### config.mk
export PLATFORM = sky130hd
export DESIGN_NAME = unix_time_to_calendar
export DESIGN_NICKNAME = d
export VERILOG_FILES = /design/src/hw/rtl/uttc_pkg.sv /design/src/hw/rtl/uttc_day_split.sv /design/src/hw/rtl/uttc_group_split.sv /design/src/hw/rtl/uttc_year_split.sv /design/src/hw/rtl/uttc_month_time.sv /design/src/hw/rtl/unix_time_to_calendar.sv
export SDC_FILE = /design/constraint.sdc
export NUM_CORES = 2
export LEC_CHECK = 0
export BUFFER_PORTS_ARGS = -buffer_cell sky130_fd_sc_hd__buf_2
export CORE_AREA = 2 2 328 200
export DETAILED_ROUTE_END_ITERATION = 12
export DIE_AREA = 0 0 330 202
export PLACE_DENSITY = 0.71
export SETUP_SLACK_MARGIN = 0.4
export SLEW_MARGIN = 15
export SYNTH_ARGS = -nofsm -noshare
export SYNTH_HDL_FRONTEND = slang
export SYNTH_SLANG_ARGS = --single-unit
### constraint.sdc
create_clock -name clk_i -period 9.05 [get_ports clk_i]
set_clock_uncertainty 0.2 [all_clocks]
set_input_delay 0.905 -clock clk_i [delete_from_list [all_inputs] [get_ports clk_i]]
set_output_delay 0.905 -clock clk_i [all_outputs]
set_load 0.02 [all_outputs]
### src/hw/rtl/uttc_pkg.sv
// Shared types, constants and the month-start table of the seconds-to-calendar converter.
// No dependencies; every other file of the block imports this package.
package uttc_pkg;

  // Seconds at 2100-01-01 00:00:00; this and everything above is out of range.
  localparam logic [31:0] LimitSec = 32'd4102444800;

  // Reciprocals for constant division, exact over the input ranges used here.
  // days = (sec >> 7) / 675, with sec >> 7 below 2^25
  localparam logic [25:0] DayRecip  = 26'd50903317;
  localparam int unsigned DayShift  = 35;
  // group = (days - 730) / 1461, with the dividend below 2^16
  localparam logic [16:0] GrpRecip  = 17'd91868;
  localparam int unsigned GrpShift  = 27;
  // (days + 4) / 7, with the dividend below 2^17
  localparam logic [17:0] WeekRecip = 18'd149797;
  localparam int unsigned WeekShift = 20;
  // rem / 3600 and rem / 60, with rem below 2^17
  localparam logic [17:0] HourRecip = 18'd149131;
  localparam int unsigned HourShift = 29;
  localparam logic [17:0] MinRecip  = 18'd139811;
  localparam int unsigned MinShift  = 23;

  localparam logic [9:0]  DayBlocks     = 10'd675;   // 86400 / 128
  localparam logic [15:0] DaysBefore72  = 16'd730;
  localparam logic [10:0] DaysPerGroup  = 11'd1461;
  localparam logic [15:0] DaysPerYear   = 16'd365;
  localparam logic [11:0] Year1970      = 12'd1970;
  localparam logic [11:0] Year1972      = 12'd1972;

  // Stage payloads
  typedef struct packed {
    logic        oor;
    logic [15:0] days;
    logic [31:0] sec;
  } stg_b_t;

  typedef struct packed {
    logic        oor;
    logic        early;     // day falls in 1970 or 1971
    logic [15:0] days;
    logic [15:0] dgrp;      // days since 1972-01-01
    logic [5:0]  grp;       // four-year group index
    logic [14:0] wq;        // (days + 4) / 7
    logic [16:0] rem;       // seconds in the day
  } stg_c_t;

  typedef struct packed {
    logic        oor;
    logic        leap;
    logic [11:0] year;
    logic [8:0]  doy;       // day of year, from 0
    logic [2:0]  weekday;
    logic [4:0]  hour;
    logic [10:0] rem_min;   // minutes in the day
    logic [16:0] rem;
  } stg_d_t;

  typedef struct packed {
    logic        oor;
    logic [11:0] year;
    logic [3:0]  month;
    logic [4:0]  day;
    logic [2:0]  weekday;
    logic [4:0]  hour;
    logic [5:0]  minute;
    logic [5:0]  second;
  } res_t;

  // Days before the first of a month (index 0 = January); index 12 is the year end.
  function automatic logic [8:0] month_start(input logic [3:0] idx);
    logic [8:0] val;
    unique case (idx)
      4'd0:    val = 9'd0;
      4'd1:    val = 9'd31;
      4'd2:    val = 9'd59;
      4'd3:    val = 9'd90;
      4'd4:    val = 9'd120;
      4'd5:    val = 9'd151;
      4'd6:    val = 9'd181;
      4'd7:    val = 9'd212;
      4'd8:    val = 9'd243;
      4'd9:    val = 9'd273;
      4'd10:   val = 9'd304;
      4'd11:   val = 9'd334;
      4'd12:   val = 9'd365;
      default: val = 9'd0;
    endcase
    return val;
  endfunction

endpackage

### src/hw/rtl/uttc_day_split.sv
// First logic stage: range check and whole days from the second count.
// Depends on uttc_pkg.
module uttc_day_split import uttc_pkg::*; (
  input  logic [31:0] sec_i,
  output stg_b_t      stg_o
);

  logic [50:0] prod;

  // 86400 = 128 * 675: drop the power of two, then multiply by the reciprocal of 675
  assign prod = 51'(sec_i[31:7]) * 51'(DayRecip);

  assign stg_o.oor  = (sec_i >= LimitSec);
  assign stg_o.days = prod[50:DayShift];
  assign stg_o.sec  = sec_i;

endmodule

### src/hw/rtl/uttc_group_split.sv
// Second logic stage: seconds in the day, four-year group and weekday quotient.
// Depends on uttc_pkg.
module uttc_group_split import uttc_pkg::*; (
  input  stg_b_t stg_i,
  output stg_c_t stg_o
);

  logic [24:0] q7;
  logic [25:0] dmul;
  logic [9:0]  r675;
  logic [15:0] dgrp;
  logic [32:0] gprod;
  logic [16:0] wx;
  logic [34:0] wprod;

  assign q7   = stg_i.sec[31:7];
  assign dmul = 26'(stg_i.days) * 26'(DayBlocks);
  // true difference is below 675, so the low bits carry it
  assign r675 = q7[9:0] - dmul[9:0];

  assign dgrp  = stg_i.days - DaysBefore72;
  assign gprod = 33'(dgrp) * 33'(GrpRecip);

  assign wx    = 17'(stg_i.days) + 17'd4;
  assign wprod = 35'(wx) * 35'(WeekRecip);

  assign stg_o.oor   = stg_i.oor;
  assign stg_o.early = (stg_i.days < DaysBefore72);
  assign stg_o.days  = stg_i.days;
  assign stg_o.dgrp  = dgrp;
  assign stg_o.grp   = gprod[32:GrpShift];
  assign stg_o.wq    = wprod[34:WeekShift];
  assign stg_o.rem   = {r675, stg_i.sec[6:0]};

endmodule

### src/hw/rtl/uttc_year_split.sv
// Third logic stage: year, day of year, leap flag, weekday, hour and minutes in the day.
// Depends on uttc_pkg.
module uttc_year_split import uttc_pkg::*; (
  input  stg_c_t stg_i,
  output stg_d_t stg_o
);

  logic [16:0] gmul;
  logic [10:0] r;
  logic [1:0]  yoff;
  logic [8:0]  gdoy;
  logic [11:0] gyear;
  logic [2:0]  wx;
  logic [17:0] w7;
  logic [34:0] hprod;
  logic [34:0] mprod;
  logic        leap;
  logic [11:0] year;
  logic [8:0]  doy;

  assign gmul = 17'(stg_i.grp) * 17'(DaysPerGroup);
  assign r    = stg_i.dgrp[10:0] - gmul[10:0];

  // leap year opens each group
  always_comb begin
    if (r < 11'd366) begin
      yoff = 2'd0;
      gdoy = r[8:0];
    end else if (r < 11'd731) begin
      yoff = 2'd1;
      gdoy = 9'(r - 11'd366);
    end else if (r < 11'd1096) begin
      yoff = 2'd2;
      gdoy = 9'(r - 11'd731);
    end else begin
      yoff = 2'd3;
      gdoy = 9'(r - 11'd1096);
    end
  end

  assign gyear = Year1972 + {4'd0, stg_i.grp, 2'b00} + 12'(yoff);

  always_comb begin
    if (stg_i.early) begin
      leap = 1'b0;
      if (stg_i.days < DaysPerYear) begin
        year = Year1970;
        doy  = stg_i.days[8:0];
      end else begin
        year = Year1970 + 12'd1;
        doy  = 9'(stg_i.days - DaysPerYear);
      end
    end else begin
      leap = (yoff == 2'd0);
      year = gyear;
      doy  = gdoy;
    end
  end

  // 1970-01-01 was a Thursday
  assign wx = stg_i.days[2:0] + 3'd4;
  assign w7 = 18'(stg_i.wq) * 18'd7;

  assign hprod = 35'(stg_i.rem) * 35'(HourRecip);
  assign mprod = 35'(stg_i.rem) * 35'(MinRecip);

  assign stg_o.oor     = stg_i.oor;
  assign stg_o.leap    = leap;
  assign stg_o.year    = year;
  assign stg_o.doy     = doy;
  assign stg_o.weekday = wx - w7[2:0];
  assign stg_o.hour    = hprod[33:HourShift];
  assign stg_o.rem_min = mprod[33:MinShift];
  assign stg_o.rem     = stg_i.rem;

endmodule

### src/hw/rtl/uttc_month_time.sv
// Last logic stage: month and day from the day of year, minute and second, range masking.
// Depends on uttc_pkg.
module uttc_month_time import uttc_pkg::*; (
  input  stg_d_t stg_i,
  output res_t   res_o
);

  logic [3:0]  month;
  logic [8:0]  start;
  logic [8:0]  dday;
  logic [10:0] h60;
  logic [10:0] mdiff;
  logic [16:0] m60;
  logic [16:0] sdiff;

  // first month whose end lies past the day of year
  always_comb begin
    month = 4'd12;
    for (int i = 12; i >= 1; i--) begin
      if (stg_i.doy < month_start(4'(i)) + 9'((stg_i.leap && i >= 2) ? 1 : 0)) begin
        month = 4'(i);
      end
    end
  end

  assign start = month_start(month - 4'd1) + 9'((stg_i.leap && month >= 4'd3) ? 1 : 0);
  assign dday  = stg_i.doy - start + 9'd1;

  assign h60   = 11'(stg_i.hour) * 11'd60;
  assign mdiff = stg_i.rem_min - h60;
  assign m60   = 17'(stg_i.rem_min) * 17'd60;
  assign sdiff = stg_i.rem - m60;

  always_comb begin
    if (stg_i.oor) begin
      res_o = '0;
      res_o.oor = 1'b1;
    end else begin
      res_o.oor     = 1'b0;
      res_o.year    = stg_i.year;
      res_o.month   = month;
      res_o.day     = dday[4:0];
      res_o.weekday = stg_i.weekday;
      res_o.hour    = stg_i.hour;
      res_o.minute  = mdiff[5:0];
      res_o.second  = sdiff[5:0];
    end
  end

endmodule

### src/hw/rtl/unix_time_to_calendar.sv
// Top level of the seconds-to-calendar converter: stream ports and pipeline registers.
// Depends on uttc_pkg, uttc_day_split, uttc_group_split, uttc_year_split, uttc_month_time.
//
// Converts a 32-bit count of seconds since 1970-01-01 00:00:00 UTC into year, month,
// day of month, weekday (0 = Sunday) and time of day. Each request is independent.
// The converter is a five-register pipeline (input register, three inner ranks, result
// register) with constant-reciprocal multipliers between ranks; it takes one request
// every cycle unless all ranks hold data and m_axis_tready is low. Each rank advances
// on its own when the rank after it is empty or moving, so a result waiting on
// m_axis_tready does not stop new requests until all five ranks hold data. Requests at
// or beyond 2100-01-01 00:00:00 return m_axis_tuser high and all tdata fields zero.
// There is no configuration and no state beyond the pipeline.
module unix_time_to_calendar import uttc_pkg::*; (
  input  logic        clk_i,
  input  logic        rst_ni,
  input  logic        s_axis_tvalid,
  output logic        s_axis_tready,
  input  logic [31:0] s_axis_tdata,   // [31:0] unix_seconds
  output logic        m_axis_tvalid,
  input  logic        m_axis_tready,
  // [11:0] year, [15:12] month, [20:16] day_of_month, [23:21] weekday,
  // [28:24] hour_of_day, [34:29] minute_of_hour, [40:35] second_of_minute, [47:41] zero
  output logic [47:0] m_axis_tdata,
  output logic        m_axis_tuser    // [0] out_of_range
);

  // Pipeline valids, one per rank
  logic a_vld_q, b_vld_q, c_vld_q, d_vld_q, e_vld_q;
  logic a_rdy, b_rdy, c_rdy, d_rdy, e_rdy;

  // Payloads
  logic [31:0] a_sec_q;
  stg_b_t      b_d, b_q;
  stg_c_t      c_d, c_q;
  stg_d_t      d_d, d_q;
  res_t        e_d, e_q;

  // A rank loads when it is empty or its content moves on
  assign e_rdy = !e_vld_q || m_axis_tready;
  assign d_rdy = !d_vld_q || e_rdy;
  assign c_rdy = !c_vld_q || d_rdy;
  assign b_rdy = !b_vld_q || c_rdy;
  assign a_rdy = !a_vld_q || b_rdy;

  assign s_axis_tready = a_rdy;

  uttc_day_split u_day_split (
    .sec_i (a_sec_q),
    .stg_o (b_d)
  );

  uttc_group_split u_group_split (
    .stg_i (b_q),
    .stg_o (c_d)
  );

  uttc_year_split u_year_split (
    .stg_i (c_q),
    .stg_o (d_d)
  );

  uttc_month_time u_month_time (
    .stg_i (d_q),
    .res_o (e_d)
  );

  // Valid bits: advance a request wherever the next rank can take it
  always_ff @(posedge clk_i or negedge rst_ni) begin
    if (!rst_ni) begin
      a_vld_q <= 1'b0;
      b_vld_q <= 1'b0;
      c_vld_q <= 1'b0;
      d_vld_q <= 1'b0;
      e_vld_q <= 1'b0;
    end else begin
      if (a_rdy) a_vld_q <= s_axis_tvalid;
      if (b_rdy) b_vld_q <= a_vld_q;
      if (c_rdy) c_vld_q <= b_vld_q;
      if (d_rdy) d_vld_q <= c_vld_q;
      if (e_rdy) e_vld_q <= d_vld_q;
    end
  end

  // Payload registers: load only with a valid request, hold otherwise
  always_ff @(posedge clk_i) begin
    if (a_rdy && s_axis_tvalid) a_sec_q <= s_axis_tdata;
    if (b_rdy && a_vld_q)       b_q     <= b_d;
    if (c_rdy && b_vld_q)       c_q     <= c_d;
    if (d_rdy && c_vld_q)       d_q     <= d_d;
    if (e_rdy && d_vld_q)       e_q     <= e_d;
  end

  assign m_axis_tvalid = e_vld_q;
  assign m_axis_tuser  = e_q.oor;
  assign m_axis_tdata  = {7'd0, e_q.second, e_q.minute, e_q.hour, e_q.weekday,
                          e_q.day, e_q.month, e_q.year};

endmodule
==> run summary <==
Result of the run: finished, violations left
Violations in the final reports: DRC
Origin of the critical flop-to-flop path: b_q[33]
Count of final setup violators: 0
Post-synth top area cell: sky130_fd_sc_hd__ha_1
Compound-gate portion of the synthesized area: 0.06990
Final max-slew violation count: 0
Adder-Cell Fraction of Synth Area: 0.5534
Number of antenna violations at the first check in global routing: 1
XOR/XNOR share of the synthesized area: 0.03801
Max-slew headroom at the worst pin: 0.2596
Total Neg Setup Slack: 0 ns
Slowest cell on the critical path: sky130_fd_sc_hd__fa_1
Total inserted antenna cells: 0
I/O pins: 87
Global placement routability congestion: 0.9071
Area of the die: 66660 µm²
Hold Fails Final Rpt: 0
Fraction of layout instances using a drive strength above 1: 0.05508
Area of the mapped netlist: 34800 µm²
HPWL reported at the end of detailed placement: 63940 µm
Total DRC errors in the routed layout: 7
Clock-pin slew reported for the worst setup and hold paths after clock tree synthesis: 0.07 ns
Buffer cell driving the clock tree root: sky130_fd_sc_hd__clkbuf_16
Avg Inst Size Synth: 10.57 µm²
Clock sink count: 210
Starting DRC count in detailed routing: 1301
Multi-input gate area: 24880 µm²
Pin count of the biggest net entering global routing: 55
CP peak stage delay: 0.56 ns
CTS tree: yes
Post-Synthesis Cells: 3293
Number of max-capacitance violations reported: 0
Min cycle time layout: 8.232 ns
Maximum net fanout on the critical path: 13
GRT overflow: 0
Yosys synthesis warning count: 0
Path class of the lowest-slack min-delay path: flop to flop
Cells taking the most area after synthesis: sky130_fd_sc_hd__ha_1, sky130_fd_sc_hd__fa_1, sky130_fd_sc_hd__edfxtp_1
Detailed-router iteration count before antenna repair: 10
Proportion of synthesized chip area in sequential cells: 0.1805
Kind of end point of the critical path: flop
Count of input and output buffers: 79
Via count of the first global-routing pass: 22950
Main combinational cell family by area after synthesis: adder cells
Area share of the leading cell type in the synthesized netlist: 0.2916
End of the worst register-to-register path: c_q[36]
Worst Path Arrival: 8.38 ns
Die Ht: 202 µm
Initial Utilization: 0.5456
Area added between synthesis and finish: 6.965%
Slack of the worst reg-to-reg path: 0.82 ns
Post-detailed-route via-to-cell ratio: 5.159
Post-Route WL: 75660 µm
Clock Path Buffers: 3
Vias post-DR: 22000
RSZ-0062 raised after global routing: false
Die boundary width: 330 µm
Standard cell core area: 63780 µm²
Upper clock frequency limit: 0.1215 GHz
Final Cycle Share: 0.9096
Count of distinct cell types in the synthesized netlist: 90
Clock latency on the worst-skew pair: 0.59 ns
Remaining antenna violation count: 0
Depth of the CTS H-tree: 1
Global-route wire length before repair: 125600 µm
Mux contribution to synthesized area: 0.002625
Top FF cell, synth: sky130_fd_sc_hd__edfxtp_1
Floorplan row count: 72
TritonCTS buffer count: 25
Crit path from: b_q[33]
Routed wire per std cell: 17.74 µm
Path type of the worst setup path: flop to flop
Fill cell instance count of the final layout: 5421
All-Layer GR Usage: 0.2424
Simple-gate share of the synthesized area: 0.05009
CP Data Required Time: 9.20 ns
Capture point of the critical path: c_q[36]
Number of enable flip-flop cells after synthesis: 205
Number of storage elements in the synthesis netlist: 210
Number of cells on the worst reg-to-reg path: 29
Actual slew at the worst max-slew pin: 1.111 ns
Number of nets in the finished design: 4698
Kind of start point of the critical path: flop
Sequential cell area: 6281 µm²
Most common cell on crit path: sky130_fd_sc_hd__fa_1
Fraction of registers with async set or reset after synthesis: 0.02381
-- area by class of cell --
type	count	area share
Clock inverter	18	0.007295
Inverter	936	0.09440
Timing Repair Buffer	101	0.01546
Multi-Input combinational cell	2122	0.6686
Sequential cell	210	0.1688
Tap cell	851	0.02861
Clock buffer	26	0.01691
-- Yosys cell counts (all sizes together), types with 41 or more instances --
master / n
nor2b: 43
xor2: 41
nand2: 72
a21o: 60
ha: 811
xnor2: 107
inv: 936
a21oi: 87
edfxtp: 205
o21ai: 71
nor2: 89
fa: 455
-- repair_timing --
action / CTS / global route
setup buffers: 0 / 2
hold buffers: 1 / 0
endpoints found under the setup margin: 0 / 3
gates resized for setup: 0 / 0
endpoints found under the hold margin: 5 / 0
-- through the flow --
stage	utilization	area [µm²]	cells	hold WS, ns	setup slack (ns)
2_1_floorplan	-	34820	3299	0.2003	1.043
3_3_place_gp	0.5687	36270	4216	0.2017	0.7656
3_5_place_dp	0.5687	36270	4216	0.2045	0.7431
4_1_cts	0.5830	37180	4261	0.1934	0.6796
5_1_grt	0.5835	37220	4264	0.2015	0.4044
6_report	0.5835	37220	4264	0.1982	0.8179
-- logic make-up after synthesis --
family,count (synthesis)
XOR/XNOR,148
buffers and inverters,967
adder cells (fa/ha/maj),1266
AND/OR/NAND/NOR,345
flip-flops,210
AO/OA/AOI/OAI,347
multiplexers,9
other,1
-- worst max-delay path, delay by kind of cell, from the launching register on --
family | cells | cell delay, ns
adder cells (fa/ha/maj) | 8 | 3.76
AO/OA/AOI/OAI | 7 | 1.46
buffers and inverters | 7 | 0.82
XOR/XNOR | 2 | 0.23
flip-flops | 1 | 0.36
AND/OR/NAND/NOR | 5 | 1.19
-- how the worst min path moves through the flow --
| stage | from | to | depth (start not counted) |
|---|---|---|---|
| after CTS | a_sec_q[4] | b_q[4] | 0 |
| after floorplan | a_sec_q[0] | b_q[0] | 0 |
| after detailed placement | a_sec_q[3] | b_q[3] | 0 |
| after global placement | b_q[6] | c_q[6] | 0 |
| final | a_sec_q[4] | b_q[4] | 0 |
| after global routing | a_sec_q[4] | b_q[4] | 0 |
-- flip-flops by register name, summed over array words and instances (netlist names) --
register and cells:
c_q 54, d_q 43, m_axis_tdata 41, b_q 34, a_sec_q 32, a_vld_q 1
b_vld_q 1, c_vld_q 1, d_vld_q 1, m_axis_tuser 1, m_axis_tvalid 1
-- layer usage --
| metal | global-route usage | vias to the layer above | part of all wire |
|---|---|---|---|
| li1 | - | 10780 | - |
| met1 | 0.3843 | 10530 | 0.51 |
| met2 | 0.3298 | 622 | 0.38 |
| met3 | 0.07135 | 65 | 0.091 |
| met4 | 0.03410 | 2 | 0.015 |
| met5 | 0 | - | 0.00016 |
-- cell usage in the layout, fill, tap and decap left out, types with 10 or more instances in the layout --
cell,instances
sky130_fd_sc_hd__nand3_1,34
sky130_fd_sc_hd__nand4_1,11
sky130_fd_sc_hd__a21oi_1,83
sky130_fd_sc_hd__a21o_1,58
sky130_fd_sc_hd__fa_1,455
sky130_fd_sc_hd__nand2_1,72
sky130_fd_sc_hd__nor2_1,88
sky130_fd_sc_hd__xnor2_1,106
sky130_fd_sc_hd__inv_1,935
sky130_fd_sc_hd__o21a_1,19
sky130_fd_sc_hd__a31oi_1,12
sky130_fd_sc_hd__edfxtp_1,205
sky130_fd_sc_hd__clkbuf_16,25
sky130_fd_sc_hd__nor3_1,19
sky130_fd_sc_hd__xor2_1,40
sky130_fd_sc_hd__nand2b_1,20
sky130_fd_sc_hd__o211ai_1,11
sky130_fd_sc_hd__buf_2,79
sky130_fd_sc_hd__ha_1,811
sky130_fd_sc_hd__o21ai_1,11
sky130_fd_sc_hd__o21ai_0,57
sky130_fd_sc_hd__a211oi_1,10
sky130_fd_sc_hd__nor2b_1,42
sky130_fd_sc_hd__buf_4,20
Power is not shown: default switching activity piles up to over one toggle a cycle in this logic, so the estimate is an artifact.
